**src/rtl/core/ect_pkg.sv**
```systemverilog
// types, codes and character classes for the expression character tokenizer
`default_nettype none

package ect_pkg;

    // scan modes, one-hot
    typedef enum logic [8:0] {
        MODE_IDLE      = 9'b0_0000_0001,
        MODE_IDENT     = 9'b0_0000_0010,
        MODE_NUM_FIRST = 9'b0_0000_0100,
        MODE_NUM       = 9'b0_0000_1000,
        MODE_REAL      = 9'b0_0001_0000,
        MODE_HEX       = 9'b0_0010_0000,
        MODE_PCT       = 9'b0_0100_0000,
        MODE_MARKER    = 9'b0_1000_0000,
        MODE_ERROR     = 9'b1_0000_0000
    } mode_t;

    // token kinds
    localparam logic [5:0] KIND_IDENT      = 6'd0;
    localparam logic [5:0] KIND_DEC        = 6'd1;
    localparam logic [5:0] KIND_REAL       = 6'd2;
    localparam logic [5:0] KIND_HEX        = 6'd3;
    localparam logic [5:0] KIND_MARKER     = 6'd4;
    localparam logic [5:0] KIND_PERCENT    = 6'd5;
    localparam logic [5:0] KIND_ATOM0      = 6'd6;
    localparam logic [5:0] KIND_END        = 6'd37;
    localparam logic [5:0] KIND_UNEXPECTED = 6'd38;
    localparam logic [5:0] KIND_NONE       = 6'd63;

    // characters with a role of their own
    localparam logic [7:0] CH_NUL     = 8'h00;
    localparam logic [7:0] CH_NL      = 8'h0A;
    localparam logic [7:0] CH_DOT     = 8'h2E;
    localparam logic [7:0] CH_PERCENT = 8'h25;
    localparam logic [7:0] CH_LOW_X   = 8'h78;
    localparam logic [7:0] CH_UP_X    = 8'h58;
    localparam logic [7:0] CH_UNDER   = 8'h5F;

    // result queue
    localparam int unsigned QUEUE_DEPTH = 4;
    localparam int unsigned QPTR_W      = $clog2(QUEUE_DEPTH);
    localparam int unsigned QCNT_W      = $clog2(QUEUE_DEPTH + 1);

    // one closed token
    typedef struct packed {
        logic        last;
        logic [15:0] length;
        logic [15:0] column;
        logic [15:0] line;
        logic [15:0] offset;
        logic [5:0]  kind;
    } tok_t;

    function automatic logic is_digit(input logic [7:0] c);
        return (c inside {[8'h30:8'h39]});
    endfunction

    function automatic logic is_alpha(input logic [7:0] c);
        return (c inside {[8'h61:8'h7A], [8'h41:8'h5A]});
    endfunction

    function automatic logic is_xdigit(input logic [7:0] c);
        return (c inside {[8'h30:8'h39], [8'h61:8'h66], [8'h41:8'h46]});
    endfunction

    function automatic logic is_space(input logic [7:0] c);
        return (c inside {8'h20, [8'h09:8'h0D]});
    endfunction

    // punctuation atom kind, or KIND_NONE for a byte that is no atom
    function automatic logic [5:0] atom_kind(input logic [7:0] c);
        logic [5:0] k;
        k = KIND_NONE;
        if (c inside {[8'h21:8'h24]})
            k = KIND_ATOM0 + 6'(c - 8'h21);
        else if (c inside {[8'h26:8'h2F]})
            k = KIND_ATOM0 + 6'(c - 8'h22);
        else if (c inside {[8'h3A:8'h40]})
            k = KIND_ATOM0 + 6'(c - 8'h2C);
        else if (c inside {[8'h5B:8'h60]})
            k = KIND_ATOM0 + 6'(c - 8'h46);
        else if (c inside {[8'h7B:8'h7E]})
            k = KIND_ATOM0 + 6'(c - 8'h60);
        return k;
    endfunction

endpackage

`default_nettype wire

```
**src/rtl/core/expression_char_tokenizer.sv**
```systemverilog
// top level: byte stream tokenizer with a small result queue
// a closed token is written to the result queue and shows on m_tdata from its head
// throughput: one text byte per cycle; a beat that closes one token and
// opens an atom, end or error gives two results, drained one per cycle with m_tready
// high, through a four-entry result queue (s_tready drops while it holds three or more)
// reset: asynchronous; mode idle, all counters zero, queue empty
`default_nettype none

module expression_char_tokenizer
    import ect_pkg::*;
#(
    parameter longint unsigned MAX_TEXT_LENGTH = 65535
)
(
    input  wire logic        clk,
    input  wire logic        rst_n,
    input  wire logic        s_tvalid,
    output logic             s_tready,
    input  wire logic [7:0]  s_tdata,   // text_byte
    output logic             m_tvalid,
    input  wire logic        m_tready,
    output logic [63:0]      m_tdata,   // start_offset, start_line, start_column, token_length
    output logic [5:0]       m_tuser,   // token_kind
    output logic             m_tlast    // last_of_text
);

    localparam logic [15:0] COUNT_CAP =
        (MAX_TEXT_LENGTH > 64'd65535) ? 16'hFFFF : 16'(MAX_TEXT_LENGTH);

    function automatic logic [15:0] sat_inc(input logic [15:0] x);
        return (x < COUNT_CAP) ? x + 16'd1 : x;
    endfunction

    // scan state
    mode_t       mode_reg, mode_next;
    logic [15:0] offset_reg, offset_next;
    logic [15:0] line_reg, line_next;
    logic [15:0] column_reg, column_next;
    logic [15:0] open_offset_reg, open_offset_next;
    logic [15:0] open_line_reg, open_line_next;
    logic [15:0] open_column_reg, open_column_next;
    logic [15:0] open_length_reg, open_length_next;

    // result queue
    tok_t              queue_reg [QUEUE_DEPTH];
    logic [QPTR_W-1:0] wr_ptr_reg, rd_ptr_reg;
    logic [QCNT_W-1:0] count_reg, count_next;

    logic        in_fire, out_fire;
    logic [7:0]  c;
    logic [15:0] adv_offset, adv_line, adv_column;
    logic [5:0]  atom;
    tok_t        res_a, res_b, push_first;
    logic        res_a_vld, res_b_vld;
    logic [1:0]  push_num;

    assign in_fire  = s_tvalid && s_tready;
    assign out_fire = m_tvalid && m_tready;
    assign c        = s_tdata;
    assign atom     = atom_kind(c);

    // counters after this byte is consumed
    assign adv_offset = sat_inc(offset_reg);
    assign adv_line   = (c == CH_NL) ? sat_inc(line_reg) : line_reg;
    assign adv_column = (c == CH_NL) ? 16'd0 : sat_inc(column_reg);

    // mode update and token results for one beat
    always_comb
    begin
        logic rescan;
        logic extend;
        rescan           = 1'b0;
        extend           = 1'b0;
        mode_next        = mode_reg;
        offset_next      = offset_reg;
        line_next        = line_reg;
        column_next      = column_reg;
        open_offset_next = open_offset_reg;
        open_line_next   = open_line_reg;
        open_column_next = open_column_reg;
        open_length_next = open_length_reg;
        res_a_vld        = 1'b0;
        res_b_vld        = 1'b0;
        res_a            = '{last: 1'b0, length: open_length_reg, column: open_column_reg,
                             line: open_line_reg, offset: open_offset_reg, kind: KIND_IDENT};
        res_b            = '{last: 1'b0, length: 16'd1, column: column_reg,
                             line: line_reg, offset: offset_reg, kind: KIND_END};

        if (in_fire)
        begin
            case (mode_reg)
                MODE_ERROR:
                begin
                    if (c == CH_NUL)
                    begin
                        offset_next = 16'd0;
                        line_next   = 16'd0;
                        column_next = 16'd0;
                        mode_next   = MODE_IDLE;
                    end
                end
                MODE_IDENT:
                begin
                    if (is_alpha(c) || is_digit(c) || c == CH_UNDER)
                        extend = 1'b1;
                    else
                    begin
                        res_a_vld  = 1'b1;
                        res_a.kind = KIND_IDENT;
                        rescan     = 1'b1;
                    end
                end
                MODE_NUM_FIRST, MODE_NUM:
                begin
                    if (mode_reg == MODE_NUM_FIRST && (c == CH_LOW_X || c == CH_UP_X))
                    begin
                        mode_next = MODE_HEX;
                        extend    = 1'b1;
                    end
                    else if (is_digit(c))
                    begin
                        mode_next = MODE_NUM;
                        extend    = 1'b1;
                    end
                    else if (c == CH_DOT)
                    begin
                        mode_next = MODE_REAL;
                        extend    = 1'b1;
                    end
                    else
                    begin
                        res_a_vld  = 1'b1;
                        res_a.kind = KIND_DEC;
                        rescan     = 1'b1;
                    end
                end
                MODE_REAL:
                begin
                    if (is_digit(c))
                        extend = 1'b1;
                    else
                    begin
                        res_a_vld  = 1'b1;
                        res_a.kind = KIND_REAL;
                        rescan     = 1'b1;
                    end
                end
                MODE_HEX:
                begin
                    if (is_xdigit(c))
                        extend = 1'b1;
                    else
                    begin
                        res_a_vld  = 1'b1;
                        res_a.kind = KIND_HEX;
                        rescan     = 1'b1;
                    end
                end
                MODE_MARKER:
                begin
                    if (is_digit(c))
                        extend = 1'b1;
                    else
                    begin
                        res_a_vld  = 1'b1;
                        res_a.kind = KIND_MARKER;
                        rescan     = 1'b1;
                    end
                end
                MODE_PCT:
                begin
                    if (is_digit(c))
                    begin
                        // marker covers the digits only
                        mode_next        = MODE_MARKER;
                        open_offset_next = offset_reg;
                        open_line_next   = line_reg;
                        open_column_next = column_reg;
                        open_length_next = 16'd1;
                        offset_next      = adv_offset;
                        line_next        = adv_line;
                        column_next      = adv_column;
                    end
                    else if (c == CH_PERCENT)
                    begin
                        // double percent: atom at the second one
                        res_a_vld    = 1'b1;
                        res_a.kind   = KIND_PERCENT;
                        res_a.offset = offset_reg;
                        res_a.line   = line_reg;
                        res_a.column = column_reg;
                        res_a.length = 16'd1;
                        offset_next  = adv_offset;
                        line_next    = adv_line;
                        column_next  = adv_column;
                        mode_next    = MODE_IDLE;
                    end
                    else
                    begin
                        res_a_vld        = 1'b1;
                        res_a.kind       = KIND_PERCENT;
                        res_a.length     = 16'd1;
                        open_length_next = 16'd1;
                        rescan           = 1'b1;
                    end
                end
                default:
                    rescan = 1'b1;
            endcase

            // grow the open token
            if (extend)
            begin
                open_length_next = sat_inc(open_length_reg);
                offset_next      = adv_offset;
                line_next        = adv_line;
                column_next      = adv_column;
            end

            // byte scanned afresh from idle
            if (rescan)
            begin
                mode_next = MODE_IDLE;
                if (c == CH_NUL)
                begin
                    res_b_vld   = 1'b1;
                    res_b.kind  = KIND_END;
                    res_b.last  = 1'b1;
                    offset_next = 16'd0;
                    line_next   = 16'd0;
                    column_next = 16'd0;
                end
                else if (is_space(c))
                begin
                    offset_next = adv_offset;
                    line_next   = adv_line;
                    column_next = adv_column;
                end
                else if (is_alpha(c) || is_digit(c) || c == CH_PERCENT)
                begin
                    if (is_alpha(c))
                        mode_next = MODE_IDENT;
                    else if (is_digit(c))
                        mode_next = MODE_NUM_FIRST;
                    else
                        mode_next = MODE_PCT;
                    open_offset_next = offset_reg;
                    open_line_next   = line_reg;
                    open_column_next = column_reg;
                    open_length_next = 16'd1;
                    offset_next      = adv_offset;
                    line_next        = adv_line;
                    column_next      = adv_column;
                end
                else if (atom != KIND_NONE)
                begin
                    res_b_vld   = 1'b1;
                    res_b.kind  = atom;
                    offset_next = adv_offset;
                    line_next   = adv_line;
                    column_next = adv_column;
                end
                else
                begin
                    res_b_vld  = 1'b1;
                    res_b.kind = KIND_UNEXPECTED;
                    res_b.last = 1'b1;
                    mode_next  = MODE_ERROR;
                end
            end
        end
    end

    // scan state registers
    always_ff @(posedge clk or negedge rst_n)
    begin
        if (!rst_n)
        begin
            mode_reg        <= MODE_IDLE;
            offset_reg      <= '0;
            line_reg        <= '0;
            column_reg      <= '0;
            open_offset_reg <= '0;
            open_line_reg   <= '0;
            open_column_reg <= '0;
            open_length_reg <= '0;
        end
        else
        begin
            mode_reg        <= mode_next;
            offset_reg      <= offset_next;
            line_reg        <= line_next;
            column_reg      <= column_next;
            open_offset_reg <= open_offset_next;
            open_line_reg   <= open_line_next;
            open_column_reg <= open_column_next;
            open_length_reg <= open_length_next;
        end
    end

    // queue push: closed token first, then the fresh result
    assign push_num   = {1'b0, res_a_vld} + {1'b0, res_b_vld};
    assign push_first = res_a_vld ? res_a : res_b;
    assign count_next = count_reg + QCNT_W'(push_num) - QCNT_W'(out_fire);

    always_ff @(posedge clk)
    begin
        if (push_num != 2'd0)
            queue_reg[wr_ptr_reg] <= push_first;
        if (push_num == 2'd2)
            queue_reg[wr_ptr_reg + QPTR_W'(1)] <= res_b;
    end

    always_ff @(posedge clk or negedge rst_n)
    begin
        if (!rst_n)
        begin
            wr_ptr_reg <= '0;
            rd_ptr_reg <= '0;
            count_reg  <= '0;
        end
        else
        begin
            wr_ptr_reg <= wr_ptr_reg + QPTR_W'(push_num);
            rd_ptr_reg <= rd_ptr_reg + QPTR_W'(out_fire);
            count_reg  <= count_next;
        end
    end

    // port side
    assign s_tready = (count_reg <= QCNT_W'(QUEUE_DEPTH - 2));
    assign m_tvalid = (count_reg != '0);
    assign m_tdata  = {queue_reg[rd_ptr_reg].length, queue_reg[rd_ptr_reg].column,
                       queue_reg[rd_ptr_reg].line, queue_reg[rd_ptr_reg].offset};
    assign m_tuser  = queue_reg[rd_ptr_reg].kind;
    assign m_tlast  = queue_reg[rd_ptr_reg].last;

    // checks
    a_queue_bound: assert property (@(posedge clk) disable iff (!rst_n)
        count_reg <= QCNT_W'(QUEUE_DEPTH))
        else $error("result queue overfilled");

    a_error_holds: assert property (@(posedge clk) disable iff (!rst_n)
        (in_fire && mode_reg == MODE_ERROR && s_tdata != CH_NUL) |=> mode_reg == MODE_ERROR)
        else $error("error mode left before end of text");

    a_nul_rewinds: assert property (@(posedge clk) disable iff (!rst_n)
        (in_fire && s_tdata == CH_NUL) |=>
            (offset_reg == 16'd0 && line_reg == 16'd0 && column_reg == 16'd0
             && mode_reg == MODE_IDLE))
        else $error("end of text did not rewind counters");

    a_drain_only: assert property (@(posedge clk) disable iff (!rst_n)
        (out_fire && !in_fire) |=> count_reg == $past(count_reg) - QCNT_W'(1))
        else $error("queue count wrong on pop");

endmodule

`default_nettype wire
```
**config.mk**
```make
export PLATFORM = sky130hd
export DESIGN_NAME = expression_char_tokenizer
export DESIGN_NICKNAME = d
export VERILOG_FILES = /design/src/rtl/core/ect_pkg.sv /design/src/rtl/core/expression_char_tokenizer.sv
export SDC_FILE = /design/constraint.sdc
export NUM_CORES = 1
export LEC_CHECK = 0
export ABC_AREA = 0
export BUFFER_PORTS_ARGS = -buffer_cell sky130_fd_sc_hd__buf_2
export CAP_MARGIN = 15
export CORE_MARGIN = 5
export CORE_UTILIZATION = 55
export CTS_CLUSTER_DIAMETER = 200
export CTS_CLUSTER_SIZE = 12
export DETAILED_ROUTE_END_ITERATION = 10
export PLACE_DENSITY = 0.78
export SLEW_MARGIN = 10
export SYNTH_ARGS = -nofsm -noshare
export SYNTH_HDL_FRONTEND = slang
export SYNTH_SLANG_ARGS = --single-unit
```
**constraint.sdc**
```tcl
create_clock -name clk -period 7.16 [get_ports clk]
set_clock_uncertainty 0.1 [all_clocks]
set_input_delay 0.358 -clock clk [delete_from_list [all_inputs] [get_ports clk]]
set_output_delay 0.358 -clock clk [all_outputs]
set_load 0.05 [all_outputs]
```
# == Word-level counts from Yosys, hierarchy flattened ==
# Memories as Yosys holds them, arrays and structs flattened.
# Index checks and enable logic that the tools add are counted.
# op_classes
muxes,134
n_reduce_logical,29
magnitude_cmp,25
add_sub_neg,20
eq_ne,20
# op_table
op,count
$mux 16,59
$mux 70,2
$mux 9,11
$pmux 16 s2,3
$mux 71,1
$mux 6,11
$add 16x1->16 const B,4
$lt 16x16->1 const B,4
$mux 64,1
$le 8x7->1 const B,7
$mux 48,1
$mux 1,35
$ge 8x6->1 const B,4
$ge 8x7->1 const B,4
$add 3x6->6 const A,5
$pmux 6 s5,1
$pmux 9 s3,1
$eq 8x6->1 const B,3
$eq 8x7->1 const B,3
$le 8x6->1 const B,3
$sub 6x6->6 const B,4
$logic_and 1x1->1,14
$mux 7,2
$eq 9x2->1 const B,1
other kinds (35),44
# word_totals
input_bits,12
ff_bits,128
mem_bits_rw,284
memories,1
# mem_list
memory,depth,width,rd,rd_ports_with_merged_regs,write_ports,line_no,source
queue_reg,4,71,1,0,2,expression_char_tokenizer.sv:45,tok_t queue_reg [QUEUE_DEPTH];

# == Depth between registers and ports, before layout ==
# Gate-level depths: netlist of run 1.
# logic_depth
depth_word,15
depth_mapped,21
ltp_nobuf,20

# == Worst setup path before layout of run 1 ==
# OpenSTA, ideal clock, no wires.
# synth_path
kind,in2reg
start,input s_tdata[1]
end,"memory queue_reg[0][0] in the netlist's numbering, enable pin"
stages,17
t_arrival_ns,4.796
t_required_ns,6.650
path_buffers,3
setup_slack_ns,1.854
path_cell_list,clkbuf_1 inv_1 ha_1 nand2b_1 a2111oi_2 nor4_1 nor4_1 a31o_2 nor2_2 nor2_1 o21ai_0 ha_1 or3_1 clkbuf_1 and2_1 clkbuf_1 inv_1
# synth_rtl
item,line_no,source
from (decl),expression_char_tokenizer.sv:19,"input wire logic [7:0] s_tdata,"
to (decl),expression_char_tokenizer.sv:45,

==> impl_metrics.env, run 1 <==
export IMPL_num_antenna_cells=0
export IMPL_crit_path_top_delay_cell="nor4_1"
export IMPL_synth_cell_types=101
export IMPL_clkLatencyLatePin_ns=0.54
export IMPL_ys_seq_area_share_pct=53.1
export IMPL_synth_seq_cells=412
export IMPL_first_iter_violations=1787
export IMPL_critPathTopFamily="simple AND/OR/NAND/NOR gates"
export IMPL_synth_edf_count=220
export IMPL_worst_endpoint_arrival_ns=5.28
export IMPL_worst_pin_slew_ns=1.14
export IMPL_grt_pass1_wl_um=88600
export IMPL_max_stage_delay_ns=0.54
export IMPL_netlist_area_leader_share_pct=31.6
export IMPL_yosys_cell_count_top_type="a22o_1"
export IMPL_crit_chain="buf_2 -> inv_1 -> ha_1 -> nand2b_1 -> a2111oi_2 -> nor4_1 -> nor4_1 -> a31o_2 -> nor2_2 -> nor2_1 -> o21ai_0 -> ha_1 -> or3_1 -> and2_1 -> inv_2 -> buf_4"
export IMPL_die_area_um2=42000
export IMPL_clock_sinks=412
export IMPL_netlist_area_um2=20900
export IMPL_p_leak_uw=0.00847
export IMPL_synth_area_leaders="edfxtp_1 (32%), dfrtp_1 (15%), a22o_1 (11%)"
export IMPL_ys_top_cells_by_count="a22o_1 (258), edfxtp_1 (220), dfrtp_1 (127), nor2_1 (95), nand2_1 (86)"
export IMPL_maxCapViolations=0
export IMPL_cp_start_kind="input port"
export IMPL_timing_final_crit_share_pct=72.6
export IMPL_power_density_nw_per_um2=343
export IMPL_grt_ovfl_total=0
export IMPL_drt_vias_per_instance=6.88
export IMPL_critPathCaptureType="flip-flop"
export IMPL_cp_required_ns=7.24
export IMPL_cts_tree="yes"
export IMPL_critical_path_class="in -> reg"
export IMPL_io_buffers=84
export IMPL_crit_fanout=31
export IMPL_setup_viol=0
export IMPL_num_fill_cells=2878
export IMPL_cts_max_path_buffers=3
export IMPL_grt_pass1_vias=15200
export IMPL_total_power_uw=7790
export IMPL_num_rows=71
export IMPL_wl_per_cell_um=25.0
export IMPL_firstDrtPassIters=6
export IMPL_cts_resized=0
export IMPL_drcViolationCount=0
export IMPL_start_util_pct=55.6
export IMPL_synthesis_nets=1753
export IMPL_root_buffer="clkbuf_16"
export IMPL_htree_levels=2
export IMPL_gp_congestion=0.925
export IMPL_grt_max_degree=73
export IMPL_postSynthAreaPerCell_um2=12.2
export IMPL_whs_ns=0.129
export IMPL_status="finished, final reports clean"
export IMPL_min_period_ns=5.20
export IMPL_ir_drop_v=0.000177
export IMPL_clock_fmax_ghz=0.192
export IMPL_core_area_um2=37600
export IMPL_drt_total_wl_um=56500
export IMPL_postSynth_asyncResetShare_pct=31.1
export IMPL_hold_path_class="in -> reg"
export IMPL_finalMaxSlewViolations=0
export IMPL_numCtsBuffers=40
export IMPL_fin_nets=1756
export IMPL_yosysWarnings=0
export IMPL_area_growth_syn_to_layout_pct=8.94
export IMPL_rsz0062_at_grt="no"
export IMPL_reg2reg_slack_ns=1.98
export IMPL_hold_viol=0
export IMPL_dp_final_hpwl_um=35500
export IMPL_synthCells=1716
export IMPL_drive_above_1_share_pct=18.3
export IMPL_antenna_left=0
export IMPL_synth_area_leader_cell="edfxtp_1"
export IMPL_clk_pin_slew_ns=0.06
export IMPL_die_h_um=205
export IMPL_crit_buf_inv=4
export IMPL_grt_usage_pct=26.8
export IMPL_vias=15500
export IMPL_fin_setup_tns_ns=0
export IMPL_largest_reg_flops=284
export IMPL_antenna_found_initial=1
export IMPL_die_w_um=205
export IMPL_synthFlopType="edfxtp_1"
export IMPL_slew_headroom_pct=24.3
export IMPL_io_pin_count=85
==> final cells by class <==
cell class / count / area, µm² / share of cell area (%)
Multi-Input combinational cell: 1113 / 9020 / 39.7
Timing Repair Buffer: 117 / 704 / 3.10
Tap cell: 511 / 639 / 2.81
Sequential cell: 412 / 11100 / 48.8
Clock buffer: 71 / 1140 / 5.01
Clock inverter: 1 / 8.76 / 0.0385
Inverter: 35 / 131 / 0.578
==> worst reg2reg max path: cells and delay by family, from the launching register on <==
family	cells	cell delay, ns
buffers and inverters	2	0.83
flip-flops	1	0.47
adder cells (fa/ha/maj)	1	0.29
AND/OR/NAND/NOR	7	2.52
AO/OA/AOI/OAI	3	0.61
==> metrics by stage <==
| stage | instances | area (µm²) | util [%] | worst slack, ns |
|---|---|---|---|---|
| after floorplan | 1716 | 20900 | - | 1.85 |
| after global placement | 2185 | 21600 | 57.4 | 1.66 |
| after detailed placement | 2186 | 21600 | 57.4 | 1.51 |
| after CTS | 2259 | 22700 | 60.5 | 2.03 |
| after global routing | 2260 | 22700 | 60.5 | 1.56 |
| final | 2260 | 22700 | 60.5 | 1.96 |
==> routing by layer <==
layer / vias to the layer above / track usage, % / part of all wire [%]
met5: - / 0 / 0
met4: 0 / 8.47 / 3.2
met3: 119 / 3.75 / 9.0
met2: 888 / 44.2 / 49
met1: 7761 / 37.1 / 39
li1: 6781 / - / -
==> path summary, 6_finish.rpt <==
kind                                                from                        endpoint  cells after the start
min                                             m_tready         rd_ptr_reg[0]$_DFF_PN0_                      3
min in group asynchronous                          rst_n  open_length_reg[3]$_DFFE_PN0P_                      2
max reg2reg                      mode_reg[4]$_DFFE_PN0P_      queue_reg[0][32]$_DFFE_PP_                     13
max in group asynchronous                          rst_n  open_offset_reg[3]$_DFFE_PN0P_                      3
min reg2reg                queue_reg[1][66]$_SDFFE_PP0P_   queue_reg[1][66]$_SDFFE_PP0P_                      1
max                                           s_tdata[1]      queue_reg[0][32]$_DFFE_PP_                     16
==> cell families after synthesis <==
group / synth area share [%]
fa+ha+maj: 1.53
simple gates: 9.67
xor+xnor: 0.755
mux: 10.4
buf+inv: 4.08
flops: 53.1
compound gates: 20.4
==> placed cells by master (no fill, tap or decap), types with 17 or more instances in the layout <==
master     synthesis  layout
buf_4             10      29
buf_2             41      83
clkbuf_1          80      30
dfxtp_1           64      64
o21ai_0           43      43
mux2_2            43      43
nand3_1           53      53
clkbuf_16          0      41
nor2_1            95      91
a31oi_1           25      24
or3_1             17      17
a21o_1            25      25
inv_1             33      29
nand4_1           18      18
nor3_1            37      37
and3_1            17      17
mux4_2            71      71
edfxtp_1         220     220
nand2_1           86      86
ha_1              24      24
a22o_1           258     258
dfrtp_1          127     125
a21oi_1           60      59
o22ai_1           17      17
==> where the power goes <==
| group | internal (µW) | switching (µW) | total [µW] | leakage [µW] |
|---|---|---|---|---|
| clock network | 1070 | 860 | 1930 | 0.000545 |
| logic | 885 | 1890 | 2780 | 0.00369 |
| registers | 2740 | 342 | 3080 | 0.00423 |
==> repair_timing <==
action / CTS / global route
setup buffers: 0 / 0
endpoints found under the hold margin: 56 / 0
hold buffers: 1 / 0
Note: power is estimated with default switching activity, not from simulation.
==> inputs of run 2 (changes only) <==
- clock period: 7.16 -> 4.9 ns (I/O delays scaled with it)
==> run 2 against run 1 <==
Net effect: critical path depth down 3; final area grew 1.2%; clock-buffer cell count shrank 1; sequential share of layout area fell by 0.58 points; core utilization grew 0.73 points; sequential power is 48% higher; critical endpoint is now queue_reg[0][34]$_DFFE_PP_; largest power group unchanged.
==> impl_metrics.env, run 2 (same netlist as run 1, synthesis figures left out) <==
export IMPL_crit_buf_inv=2
export IMPL_power_frac_seq_pct=39.9
export IMPL_maxCapViolations=0
export IMPL_p_clk_share_pct=24.8
export IMPL_hold_path_class="in -> reg"
export IMPL_cts_resized=0
export IMPL_critPathTopFamily="simple AND/OR/NAND/NOR gates"
export IMPL_dp_final_hpwl_um=34700
export IMPL_switching_share_pct=39.5
export IMPL_layout_commonest_cell="a22o_1"
export IMPL_num_rows=71
export IMPL_die_h_um=205
export IMPL_clock_fmax_ghz=0.229
export IMPL_clkLatencyLatePin_ns=0.54
export IMPL_slew_headroom_pct=37.4
export IMPL_cp_required_ns=5.03
export IMPL_timing_final_crit_share_pct=89.3
export IMPL_grt_usage_pct=26.5
export IMPL_hold_viol=0
export IMPL_firstDrtPassIters=6
export IMPL_gp_congestion=0.892
export IMPL_crit_path_top_delay_cell="dfrtp_1"
export IMPL_cp_start_kind="flip-flop"
export IMPL_max_stage_delay_ns=0.46
export IMPL_drt_vias_per_instance=6.81
export IMPL_wl_per_cell_um=24.5
export IMPL_worst_pin_slew_ns=0.932
export IMPL_p_leak_uw=0.00855
export IMPL_drive_above_1_share_pct=19.0
export IMPL_numCtsBuffers=40
export IMPL_cts_tree="yes"
export IMPL_root_buffer="clkbuf_16"
export IMPL_clock_sinks=412
export IMPL_comb_power_share_pct=35.4
export IMPL_finalMaxSlewViolations=0
export IMPL_antenna_found_initial=0
export IMPL_critPathCaptureType="flip-flop"
export IMPL_ir_drop_v=0.000258
export IMPL_setup_viol=0
export IMPL_min_period_ns=4.37
export IMPL_die_area_um2=42000
export IMPL_internal_power_uw=6900
export IMPL_grt_pass1_vias=15400
export IMPL_start_util_pct=55.6
export IMPL_first_iter_violations=1590
export IMPL_num_antenna_cells=0
export IMPL_drt_total_wl_um=55700
export IMPL_post_cts_buffers=0
export IMPL_grt_max_degree=81
export IMPL_mostFrequentLayoutCells="a22o_1 (258), edfxtp_1 (220), dfrtp_1 (125)"
export IMPL_die_w_um=205
export IMPL_largest_reg_flops=284
export IMPL_area_growth_syn_to_layout_pct=10.2
export IMPL_core_area_um2=37600
export IMPL_power_density_nw_per_um2=496
export IMPL_critical_path_class="reg -> reg"
export IMPL_postLayoutCoreUtil_pct=61.3
export IMPL_clk_pin_slew_ns=0.06
export IMPL_cts_max_path_buffers=3
export IMPL_io_pin_count=85
export IMPL_crit_fanout=26
export IMPL_vias=15500
export IMPL_io_buffers=84
export IMPL_drcViolationCount=0
export IMPL_crit_chain="nor4_1 -> and4_1 -> o21ai_0 -> nor4_1 -> a31o_2 -> nor2_2 -> nor2_1 -> o21ai_0 -> ha_1 -> or3_1 -> and2_1 -> clkinvlp_4 -> buf_12"
export IMPL_fin_nets=1770
export IMPL_netSwitchingPower_uw=4510
export IMPL_grt_ovfl_total=0
export IMPL_rsz0062_at_grt="no"
export IMPL_antenna_left=0
export IMPL_fin_setup_tns_ns=0
export IMPL_htree_levels=2
export IMPL_grt_pass1_wl_um=88000
export IMPL_status="finished, final reports clean"
export IMPL_worst_endpoint_arrival_ns=4.50
==> run 2: cell types whose count changed in the layout (fill, tap and decap cells not counted) <==
| cell | before | now |
|---|---|---|
| buf_4 | 29 | 31 |
| buf_12 | 1 | 15 |
| clkinvlp_4 | 0 | 3 |
| clkbuf_1 | 30 | 29 |
| inv_2 | 6 | 3 |
| buf_8 | 2 | 0 |
==> run 2: worst min-delay path, stage by stage <==
cell    delay, ns
buf_2        0.07
and2_1       0.22
ha_1         0.15
==> run 2: routing by layer <==
metal,vias to the layer above,share of wire (%),GRT usage (%)
met5,-,0,0
met4,0,2.4,7.82
met3,99,7.5,3.20
li1,6808,-,-
met2,755,49,44.0
met1,7821,41,37.2
==> run 2: path summary, 6_finish.rpt <==
| path | startpoint | to | slack (ns) | cells past startpoint |
|---|---|---|---|---|
| hold / removal | m_tready | rd_ptr_reg[0]$_DFF_PN0_ | 0.09 | 3 |
| setup / recovery | mode_reg[4]$_DFFE_PN0P_ | queue_reg[0][34]$_DFFE_PP_ | 0.53 | 13 |
| max in group asynchronous | rst_n | open_line_reg[9]$_DFFE_PN0P_ | 3.22 | 3 |
| setup reg to reg | mode_reg[4]$_DFFE_PN0P_ | queue_reg[0][34]$_DFFE_PP_ | 0.53 | 13 |
| hold reg to reg | queue_reg[3][66]$_SDFFE_PP0N_ | queue_reg[3][66]$_SDFFE_PP0N_ | 0.38 | 1 |
| min in group asynchronous | rst_n | rd_ptr_reg[0]$_DFF_PN0_ | 0.21 | 2 |
==> run 2: power groups by stage <==
stage                     logic, µW  registers (µW)  clock network, µW
after detailed placement       4040            4610                  0
after global placement         3990            4580                  0
after CTS                      4060            4540               2860
after global routing           4250            4610               3000
final                          4030            4550               2830
after floorplan                3310            4220                  0
==> run 2: layout make-up <==
type / instances / area [µm²]
clock buffers: 70 / 1130
clock inverters: 1 / 8.76
fillers: 2857 / 14600
inverters: 35 / 143
multi-input cells: 1113 / 9020
flip-flops and latches: 412 / 11100
well taps: 511 / 639
repair buffers: 131 / 970
==> run 2: stage by stage <==
step           area [µm²]  hold slack, ns  setup WS [ns]  instances  power (µW)
3_5_place_dp        21900           0.237          0.414       2201        8650
5_1_grt             23000           0.103          0.276       2273       11900
4_1_cts             23000          0.0781          0.619       2273       11500
6_report            23000          0.0946          0.525       2273       11400
3_3_place_gp        21900           0.247          0.529       2201        8570
2_1_floorplan       20900          -0.151          0.107       1716        7530
==> run 2: what timing repair did <==
action	CTS	global route
endpoints found under the setup margin	0	0
hold buffers	1	0
endpoints found under the hold margin	79	0
==> inputs of run 3 (changes only) <==
- ABC_AREA: 0 -> 1
==> run 3 against run 2 <==
Net effect: critical path depth is 6 higher; total power grew 47%; synthesized cell count increased by 130%; area after synthesis up 31%; critical path type unchanged; critical endpoint is now queue_reg[0][3]$_DFFE_PP_; largest cell class is now multi-input gates; highest routed layer unchanged.
==> impl_metrics.env, run 3 <==
export IMPL_grt_usage_pct=30.0
export IMPL_yosysWarnings=0
export IMPL_numCtsBuffers=40
export IMPL_status="finished, final reports clean"
export IMPL_crit_path_top_delay_cell="o21ai_0"
export IMPL_p_leak_uw=0.0112
export IMPL_crit_buf_inv=4
export IMPL_cpMostUsedCell="nand2_1"
export IMPL_fin_nets=3814
export IMPL_drive_above_1_share_pct=6.23
export IMPL_dp_cells=4398
export IMPL_max_stage_delay_ns=0.43
export IMPL_rsz0062_at_grt="no"
export IMPL_core_area_um2=49000
export IMPL_die_w_um=233
export IMPL_min_delay_path_depth=6
export IMPL_crit_fanout=35
export IMPL_finalMaxSlewViolations=0
export IMPL_comb_power_share_pct=53.4
export IMPL_die_h_um=233
export IMPL_gp_congestion=0.980
export IMPL_drt_vias_per_instance=6.10
export IMPL_layout_commonest_cell="nand2_1"
export IMPL_post_cts_buffers=0
export IMPL_num_fill_cells=4516
export IMPL_p_clk_share_pct=17.4
export IMPL_root_buffer="clkbuf_16"
export IMPL_fin_setup_tns_ns=0
export IMPL_synth_cell_types=53
export IMPL_switching_share_pct=51.5
export IMPL_grt_pass1_vias=24600
export IMPL_multi_input_area_um2=14200
export IMPL_power_density_nw_per_um2=576
export IMPL_die_area_um2=54100
export IMPL_whs_ns=0.163
export IMPL_ir_drop_v=0.000414
export IMPL_netSwitchingPower_uw=8640
export IMPL_worst_endpoint_arrival_ns=4.81
export IMPL_vias=27300
export IMPL_cp_start_kind="flip-flop"
export IMPL_critPathTopFamily="simple AND/OR/NAND/NOR gates"
export IMPL_critical_path_class="reg -> reg"
export IMPL_internal_power_uw=8130
export IMPL_hold_viol=0
export IMPL_postSynthAreaPerCell_um2=7.02
export IMPL_yosys_cell_count_top_type="nand2_1"
export IMPL_grt_max_degree=244
export IMPL_mostFrequentLayoutCells="nand2_1 (974), o21ai_0 (884), nand3_1 (344)"
export IMPL_postSynth_asyncResetShare_pct=31.1
export IMPL_cp_required_ns=5.21
export IMPL_min_period_ns=4.50
export IMPL_path_depth=19
export IMPL_grt_ovfl_total=0
export IMPL_start_util_pct=55.7
export IMPL_wl_per_cell_um=18.7
export IMPL_critPathCaptureType="flip-flop"
export IMPL_synth_area_leader_cell="edfxtp_1"
export IMPL_synth_area_leaders="edfxtp_1 (24%), o21ai_0 (16%), nand2_1 (13%)"
export IMPL_firstDrtPassIters=6
export IMPL_clock_fmax_ghz=0.222
export IMPL_cts_tree="yes"
export IMPL_largest_reg_flops=284
export IMPL_synthFlopType="edfxtp_1"
export IMPL_maxCapViolations=0
export IMPL_grt_pass1_wl_um=133000
export IMPL_area_growth_syn_to_layout_pct=6.79
export IMPL_hold_path_class="in -> reg"
export IMPL_reg2regPathDepth=19
export IMPL_drcViolationCount=0
export IMPL_antenna_found_initial=0
export IMPL_num_rows=81
export IMPL_synthesis_nets=3921
export IMPL_io_buffers=84
export IMPL_cts_max_path_buffers=3
export IMPL_slew_headroom_pct=24.6
export IMPL_ys_top_cells_by_count="nand2_1 (980), o21ai_0 (885), nand3_1 (345), nor2_1 (329), edfxtp_1 (220)"
export IMPL_first_iter_violations=3208
export IMPL_synth_seq_cells=412
export IMPL_htree_levels=2
export IMPL_fin_cells=4471
export IMPL_clkLatencyLatePin_ns=0.57
export IMPL_synthCells=3884
export IMPL_antenna_left=0
export IMPL_crit_chain="nor2_1 -> nand2_1 -> inv_2 -> nand4_1 -> nor2_2 -> nand2_1 -> nand2_1 -> a41oi_1 -> nand2_2 -> nand2_1 -> o21ai_0 -> ha_1 -> inv_1 -> nor3_1 -> inv_2 -> nand2_2 -> buf_12 -> o21ai_0 -> nor2_1"
export IMPL_netlist_area_leader_share_pct=24.2
export IMPL_synth_edf_count=220
export IMPL_ys_seq_area_share_pct=40.7
export IMPL_worst_pin_slew_ns=1.13
export IMPL_clock_sinks=412
export IMPL_drt_total_wl_um=83400
export IMPL_num_antenna_cells=0
export IMPL_dp_final_hpwl_um=51300
export IMPL_setup_viol=0
export IMPL_power_frac_seq_pct=29.2
export IMPL_netlist_area_um2=27300
export IMPL_clk_pin_slew_ns=0.06
export IMPL_seqCellArea_um2=11100
export IMPL_timing_final_crit_share_pct=91.7
export IMPL_io_pin_count=85
run 3: changes by cell type in the layout (fill, tap and decap cells not counted), moves of 43 or more:
cell / change
o22ai_1: +70
mux2_2: -43
a22o_1: -258
nand2_1: +888
mux4_2: -71
nand3_1: +291
nor2_1: +236
o21ai_0: +841
mux2i_1: +46
inv_1: +175
run 3: final timing paths:
path,start,slack (ns),end
max in group asynchronous,rst_n,3.28,open_offset_reg[13]$_DFFE_PN0P_
worst min-delay path,s_tvalid,0.16,mode_reg[1]$_DFFE_PN0P_
worst max register to register,mode_reg[1]$_DFFE_PN0P_,0.40,queue_reg[0][3]$_DFFE_PP_
worst max-delay path,mode_reg[1]$_DFFE_PN0P_,0.40,queue_reg[0][3]$_DFFE_PP_
min in group asynchronous,rst_n,0.28,open_length_reg[1]$_DFFE_PN0P_
worst min register to register,queue_reg[2][69]$_SDFFE_PP0N_,0.38,queue_reg[2][69]$_SDFFE_PP0N_
run 3: stage by stage:
step / util (%) / cell area [µm²] / power [µW] / worst slack [ns]
2_1_floorplan: - / 27300 / 11400 / 0.194
3_3_place_gp: 57.1 / 28000 / 13600 / 0.529
3_5_place_dp: 57.1 / 28000 / 13700 / 0.249
4_1_cts: 59.5 / 29100 / 16600 / 0.521
5_1_grt: 59.5 / 29100 / 17800 / 0.0695
6_report: 59.5 / 29100 / 16800 / 0.405
run 3: per-layer routing:
| metal | GRT usage, % | wire [µm] |
|---|---|---|
| met1 | 41.7 | 34400 |
| met2 | 47.4 | 37500 |
| met3 | 5.77 | 8990 |
| met4 | 10.0 | 2530 |
| met5 | 0 | 0 |
run 3: power by group through the flow:
| stage | combinational [µW] | clock, µW | sequential [µW] |
|---|---|---|---|
| CTS | 8830 | 2940 | 4880 |
| global route | 9780 | 3070 | 4980 |
| global placement | 8650 | 0 | 4930 |
| detailed placement | 8780 | 0 | 4940 |
| floorplan | 6730 | 0 | 4700 |
| finish | 8960 | 2920 | 4900 |
run 3: kinds of logic after synthesis:
logic type / share of synthesized area (%)
fa+ha+maj: 1.17
buf+inv: 7.56
mux: 1.84
simple gates: 26.4
xor+xnor: 1.28
flops: 40.7
compound gates: 21.0
run 3: repair_timing:
item / in CTS / in global routing
hold buffers: 1 / 0
endpoints found under the hold margin: 90 / 0
gates resized for setup: 0 / 0
run 3: cell type report:
type / instances / share of cell area (%)
multi-input cells: 2956 / 48.8
flip-flops and latches: 412 / 38.1
clock buffers: 68 / 3.80
repair buffers: 140 / 3.35
inverters: 227 / 2.96
well taps: 664 / 2.85
clock inverters: 4 / 0.185
run 3: worst register-to-register path, delay by kind of cell, from the launching register on:
kind	cells	cell delay [ns]
buffers and inverters	4	0.71
AO/OA/AOI/OAI	3	0.75
flip-flops	1	0.38
AND/OR/NAND/NOR	11	2.15
adder cells (fa/ha/maj)	1	0.26
